## config.mk

```make
export PLATFORM = sky130hd
export DESIGN_NAME = c2dfb_cell
export DESIGN_NICKNAME = d
export VERILOG_FILES = /design/src/sv/conv2d_filter_bank_top_macros.svh /design/src/sv/c2dfb_pkg.sv /design/src/sv/c2dfb_cell.sv
export SDC_FILE = /design/constraint.sdc
export NUM_CORES = 1
export LEC_CHECK = 0
export BUFFER_PORTS_ARGS = -buffer_cell sky130_fd_sc_hd__clkbuf_2
export CAP_MARGIN = 10
export CORE_UTILIZATION = 60
export DETAILED_ROUTE_END_ITERATION = 7
export PLACE_DENSITY = 0.95
export SLEW_MARGIN = 25
export SYNTH_ARGS = -nofsm -noshare
export SYNTH_HDL_FRONTEND = slang
export SYNTH_SLANG_ARGS = --single-unit
```

## constraint.sdc

```tcl
create_clock -name clk -period 11.97 [get_ports clk]
set_clock_uncertainty 0.05 [all_clocks]
set_input_delay 1.197 -clock clk [delete_from_list [all_inputs] [get_ports clk]]
set_output_delay 1.197 -clock clk [all_outputs]
set_load 0.005 [all_outputs]
```

## src/sv/conv2d_filter_bank_top_macros.svh

```systemverilog
// Assertion macros shared by the filter bank RTL.
`ifndef CONV2D_FILTER_BANK_TOP_MACROS_SVH
`define CONV2D_FILTER_BANK_TOP_MACROS_SVH
`ifndef SYNTHESIS
`define C2DFB_ASSERT(lbl, clk_s, rstn_s, ante, cons) \
	lbl: assert property (@(posedge clk_s) disable iff (!rstn_s) (ante) |-> (cons)) \
		else $error("c2dfb: same-cycle check failed");
`define C2DFB_ASSERT_NEXT(lbl, clk_s, rstn_s, ante, cons) \
	lbl: assert property (@(posedge clk_s) disable iff (!rstn_s) (ante) |=> (cons)) \
		else $error("c2dfb: next-cycle check failed");
`else
`define C2DFB_ASSERT(lbl, clk_s, rstn_s, ante, cons)
`define C2DFB_ASSERT_NEXT(lbl, clk_s, rstn_s, ante, cons)
`endif
`endif

```

## src/sv/c2dfb_pkg.sv

```systemverilog
// Types and constants shared by the filter bank modules.
package c2dfb_pkg;

	localparam int PIX_W = 8;
	localparam int COEF_W = 16;
	localparam int RESP_W = 28;
	localparam int POS_W = 10;
	localparam int ROW_W = 10;
	localparam int CFG_W = 11;
	localparam int CFG_IDX_W = 2;
	localparam int STRIDE_W = 4;
	localparam int FILT_SEL_W = 2;
	localparam int TAP_SEL_W = 2;
	localparam int FILT_OUT_W = 2;
	localparam int FILT_IDX_W = 4;
	localparam int TAP_IDX_W = 6;
	localparam int MAX_HEIGHT = 1024;
	localparam int IMAGE_WIDTH_RESET = 1024;
	localparam int IMAGE_HEIGHT_RESET = 1024;
	localparam int STRIDE_RESET = 1;

	localparam logic [CFG_IDX_W-1:0] REG_IMAGE_WIDTH = 2'd0;
	localparam logic [CFG_IDX_W-1:0] REG_IMAGE_HEIGHT = 2'd1;
	localparam logic [CFG_IDX_W-1:0] REG_STRIDE = 2'd2;

	localparam logic OP_COEF = 1'b0;
	localparam logic OP_PIXEL = 1'b1;

	typedef logic signed [COEF_W-1:0] coef_t;
	typedef logic signed [RESP_W-1:0] resp_t;

	typedef enum logic [1:0] {
		TOK_NONE = 2'd0,
		TOK_FILT = 2'd1,
		TOK_COEF = 2'd2
	} tok_kind_t;

	typedef struct packed {
		tok_kind_t kind;
		logic [FILT_IDX_W-1:0] filt;
		logic [TAP_IDX_W-1:0] tap;
		logic last;
	} tok_ctl_t;

endpackage

```

## src/sv/c2dfb_cell.sv

```systemverilog
// One tap cell of the systolic chain: holds its tap of every filter and adds its product.
module c2dfb_cell #(
	parameter int NUM_FILTERS = 4,
	parameter int TAP = 0,
	parameter int TAPS = 9
) (
	input logic clk,
	input logic arst_n,
	input logic en,
	input c2dfb_pkg::tok_ctl_t prev_ctl,
	input logic [TAPS*c2dfb_pkg::PIX_W-1:0] prev_win,
	input c2dfb_pkg::resp_t prev_psum,
	input logic [c2dfb_pkg::POS_W-1:0] prev_orow,
	input logic [c2dfb_pkg::POS_W-1:0] prev_ocol,
	input c2dfb_pkg::coef_t prev_coef,
	output c2dfb_pkg::tok_ctl_t next_ctl,
	output logic [TAPS*c2dfb_pkg::PIX_W-1:0] next_win,
	output c2dfb_pkg::resp_t next_psum,
	output logic [c2dfb_pkg::POS_W-1:0] next_orow,
	output logic [c2dfb_pkg::POS_W-1:0] next_ocol,
	output c2dfb_pkg::coef_t next_coef
);
	import c2dfb_pkg::*;

	localparam int FIW = (NUM_FILTERS > 1) ? $clog2(NUM_FILTERS) : 1;

	coef_t coef_q [NUM_FILTERS];
	logic [FIW-1:0] fsel;
	logic [PIX_W-1:0] pix;
	coef_t tap_coef;
	logic signed [PIX_W+COEF_W:0] prod;
	resp_t sum;

	tok_ctl_t ctl_q;
	logic [TAPS*PIX_W-1:0] win_q;
	resp_t psum_q;
	logic [POS_W-1:0] orow_q;
	logic [POS_W-1:0] ocol_q;
	coef_t coefv_q;

	assign fsel = prev_ctl.filt[FIW-1:0];
	assign pix = prev_win[TAP*PIX_W +: PIX_W];
	assign tap_coef = coef_q[fsel];
	assign prod = $signed({1'b0, pix}) * tap_coef;
	assign sum = prev_psum + RESP_W'(prod);

	always_ff @(posedge clk or negedge arst_n) begin
		if (!arst_n) begin
			for (int f = 0; f < NUM_FILTERS; f++) begin
				coef_q[f] <= '0;
			end
		end else if (en && prev_ctl.kind == TOK_COEF && prev_ctl.tap == TAP_IDX_W'(TAP)) begin
			coef_q[fsel] <= prev_coef;
		end
	end

	always_ff @(posedge clk or negedge arst_n) begin
		if (!arst_n) begin
			ctl_q <= '{kind: TOK_NONE, filt: '0, tap: '0, last: 1'b0};
		end else if (en) begin
			ctl_q <= prev_ctl;
		end
	end

	always_ff @(posedge clk) begin
		if (en) begin
			win_q <= prev_win;
			psum_q <= (prev_ctl.kind == TOK_FILT) ? sum : prev_psum;
			orow_q <= prev_orow;
			ocol_q <= prev_ocol;
			coefv_q <= prev_coef;
		end
	end

	assign next_ctl = ctl_q;
	assign next_win = win_q;
	assign next_psum = psum_q;
	assign next_orow = orow_q;
	assign next_ocol = ocol_q;
	assign next_coef = coefv_q;
endmodule

```

==> flow_metrics.env <==
export IMPL_grt_pass1_vias=9813
export IMPL_hold_depth=1
export IMPL_drc=34
export IMPL_root_buffer="clkbuf_16"
export IMPL_violations="DRC"
export IMPL_p_per_area_mw_per_mm2=110.0
export IMPL_timing_rr_start="coef_q[5]"
export IMPL_fin_cells=1687
export IMPL_antenna_cells=0
export IMPL_synthTopCellsByArea="edfxtp_1, fa_1, dfrtp_1, mux2_2, ha_1"
export IMPL_ys_flop_type="edfxtp_1"
export IMPL_cts_resized=0
export IMPL_placementRows=54
export IMPL_yosysTopAreaCellShare_pct=30.23
export IMPL_synth_commonest_cells="inv_1, edfxtp_1, fa_1"
export IMPL_syn_inst=1088
export IMPL_required_ps=12200
export IMPL_fin_area_mm2=0.01597
export IMPL_p_total_mw=1.756
export IMPL_worst_pin_slew_ps=983.4
export IMPL_syn_avg_cell_area_um2=12.42
export IMPL_ant_nets=0
export IMPL_r2r_slack_ps=5710
export IMPL_post_cts_setup_buffer_count=0
export IMPL_synth_edff_count=136
export IMPL_first_pass_iters=7
export IMPL_fin_hold_ws_ps=452.8
export IMPL_routed_wl_um=30610
export IMPL_async_flop_share_pct=36.15
export IMPL_cts_hold_buf=0
export IMPL_area_growth_pct=18.18
export IMPL_wl_per_cell_um=18.14
export IMPL_path_class="in2reg"
export IMPL_fp_dieArea_mm2=0.02312
export IMPL_slew_violations=0
export IMPL_clk_latency_ps=520
export IMPL_cap_viol_max_count=0
export IMPL_grt_pass1_wl_um=49850
export IMPL_cts_clk_slew_worst_paths_ps=70
export IMPL_clk_path_buf_depth=3
export IMPL_timing_final_crit_share_pct=61.13
export IMPL_hold_end="coef_q[47]"
export IMPL_finalSetupTns_ps=0
export IMPL_ys_seq_area_share_pct=44.49
export IMPL_track_usage_pct=27.21
export IMPL_drt_iter0_markers=506
export IMPL_rsz0062_at_grt="no"
export IMPL_cts_tree="yes"
export IMPL_min_period_ps=7317
export IMPL_status="finished, violations left"
export IMPL_r2r_cells=17
export IMPL_antenna_found_initial=0
export IMPL_dpl_cell_count=1645
export IMPL_yosysUniqueCellTypes=55
export IMPL_setup_viol=0
export IMPL_yosysMostFrequentCell="inv_1"
export IMPL_synth_warnings=0
export IMPL_yosysTopAreaCell="edfxtp_1"
export IMPL_io_pins=301
export IMPL_place_gp_congestion=0.8821
export IMPL_hold_viol_final=0
export IMPL_syn_cell_area_mm2=0.01351
export IMPL_cpMostUsedCell="fa_1"
export IMPL_fmax_ghz=0.1367
export IMPL_vdd_drop_max_v=0.0001358
export IMPL_core_mm2=0.02196
export IMPL_crit_chain="clkbuf_2 > mux4_2 > and2_1 > fa_1 > fa_1 > fa_1 > fa_1 > inv_1 > fa_1 > inv_1 > ha_1 > nand3_1 > a21oi_1 > o211ai_2 > a2111oi_0 > or4_1 > nand3_1 > xnor2_1"
export IMPL_fp_dieH_um=152.1
export IMPL_arrival_ps=7550
export IMPL_r2r_end="next_psum[27]"
export IMPL_vias_per_cell=5.455
export IMPL_critPathMaxStageDelay_ps=730
export IMPL_ys_ff_latch=213
export IMPL_initial_core_util_pct=61.52
export IMPL_fillCellCount=1432
export IMPL_slowest_stage="a2111oi_0"
export IMPL_p_leak_nw=8.110
export IMPL_synthesis_nets=1429
export IMPL_overflow=0
export IMPL_htreeDepth=1
export IMPL_vias=9202
export IMPL_hold_start="coef_q[47]"
export IMPL_crit_fanout=21
export IMPL_num_nets_final=1731
export IMPL_crit_path_start_kind="input pin"
export IMPL_dpl_hpwl_um=23470
export IMPL_layout_drive_gt1_share_pct=31.56
export IMPL_cp_end_kind="flip-flop"
export IMPL_cts_sink_count=213
export IMPL_relSlewSlack_pct=34.37
export IMPL_hp_class="reg2reg"
export IMPL_port_buffers=300
export IMPL_cts_buffers=23
export IMPL_place_area_mm2=0.01527
export IMPL_grt_max_degree=83
export IMPL_die_x_um=152.1
-- registers in the layout (all words and copies together), names as in the netlist --
signal and flops:
coef_q 64, next_coef 16, next_ctl 13, next_ocol 10, next_orow 10, next_psum 28, next_win 72
-- through the flow --
step | utilization [%] | worst slack [ps]
2_1_floorplan | - | 5208
3_3_place_gp | 69.52 | 4345
3_5_place_dp | 69.52 | 4156
4_1_cts | 72.68 | 4718
5_1_grt | 72.71 | 4306
6_report | 72.71 | 4653
-- report_power, final --
part / switching [mW] / internal, mW / leakage (nW)
logic: 0.149 / 0.105 / 5.41
registers: 0.0152 / 0.837 / 2.37
clock network: 0.290 / 0.359 / 0.330
total: 0.454 / 1.30 / 8.11
-- layer usage --
layer	track usage, %	vias to the layer above	share of wire [%]
li1	-	4214	-
met5	0	-	0
met3	4.193	59	6.1
met2	47.20	367	51
met1	35.72	4562	41
met4	8.066	0	2.3
-- cell usage in the layout, fill, tap and decap left out, types with 2 or more instances in the layout --
cell        count
o21a_1          2
clkinv_4        2
o21ai_1         2
xnor2_1        10
fa_1          128
nand3_1        10
dfrtp_1        77
clkinvlp_4      3
a211oi_1        5
buf_4           2
a31oi_1         6
ha_1           61
a21oi_1        28
clkbuf_1        5
xor2_1         10
o31ai_1         4
a31o_2          3
nor3_1          4
edfxtp_1      136
a21o_1         16
nand2_1       110
clkbuf_2      298
mux4_2         16
nor2_2          2
clkinv_2        3
clkbuf_16      23
nor2_1         27
clkinv_1        4
inv_1         196
o211ai_1        3
buf_6           2
mux2_2         77
and2_1         73
o21bai_1        2
nor4_1          2
o21ai_0        30
-- logic make-up (layout without fill, tap and decap cells) --
logic type                 Yosys count  count (layout)  share of synthesized area [%]
AOI/OAI and AO/OA                  111             111                          5.187
adders and majority gates          189             189                          24.62
and+or+nand+nor                    240             240                          8.919
xor gates and xnor gates            20              20                          1.297
DFF                                213             213                          44.49
muxes                               94              94                          9.160
buffers and inverters              221             540                          6.326
-- critical path, delay by kind of cell --
family | cells | cell delay [ps]
and+or+nand+nor | 4 | 680
buffers and inverters | 3 | 720
muxes | 1 | 720
xor gates and xnor gates | 1 | 160
AOI/OAI and AO/OA | 3 | 1140
adders and majority gates | 6 | 2920
-- worst max-delay path by stage --
stage,to,slack (ps),start,depth (start not counted)
2_1_floorplan,next_psum[27],5210,prev_ctl[8],20
3_3_place_gp,next_psum[27],4350,prev_ctl[7],20
3_5_place_dp,next_psum[27],4160,prev_ctl[7],21
4_1_cts,next_psum[27],4720,prev_ctl[7],21
5_1_grt,next_psum[27],4310,prev_ctl[7],21
6_report,next_psum[27],4650,prev_ctl[7],18
-- layout make-up --
class                           instances  area [um2]  area share (%)
Clock buffer                           28       594.3           3.723
Sequential cell                       213        6011           37.65
Multi-Input combinational cell        654        6646           41.63
Timing Repair Buffer                  302        1529           9.577
Tap cell                              280       350.3           2.194
Clock inverter                         14       98.84          0.6191
Inverter                              196       735.7           4.608
Note: power is estimated with default switching activity, not from simulation.
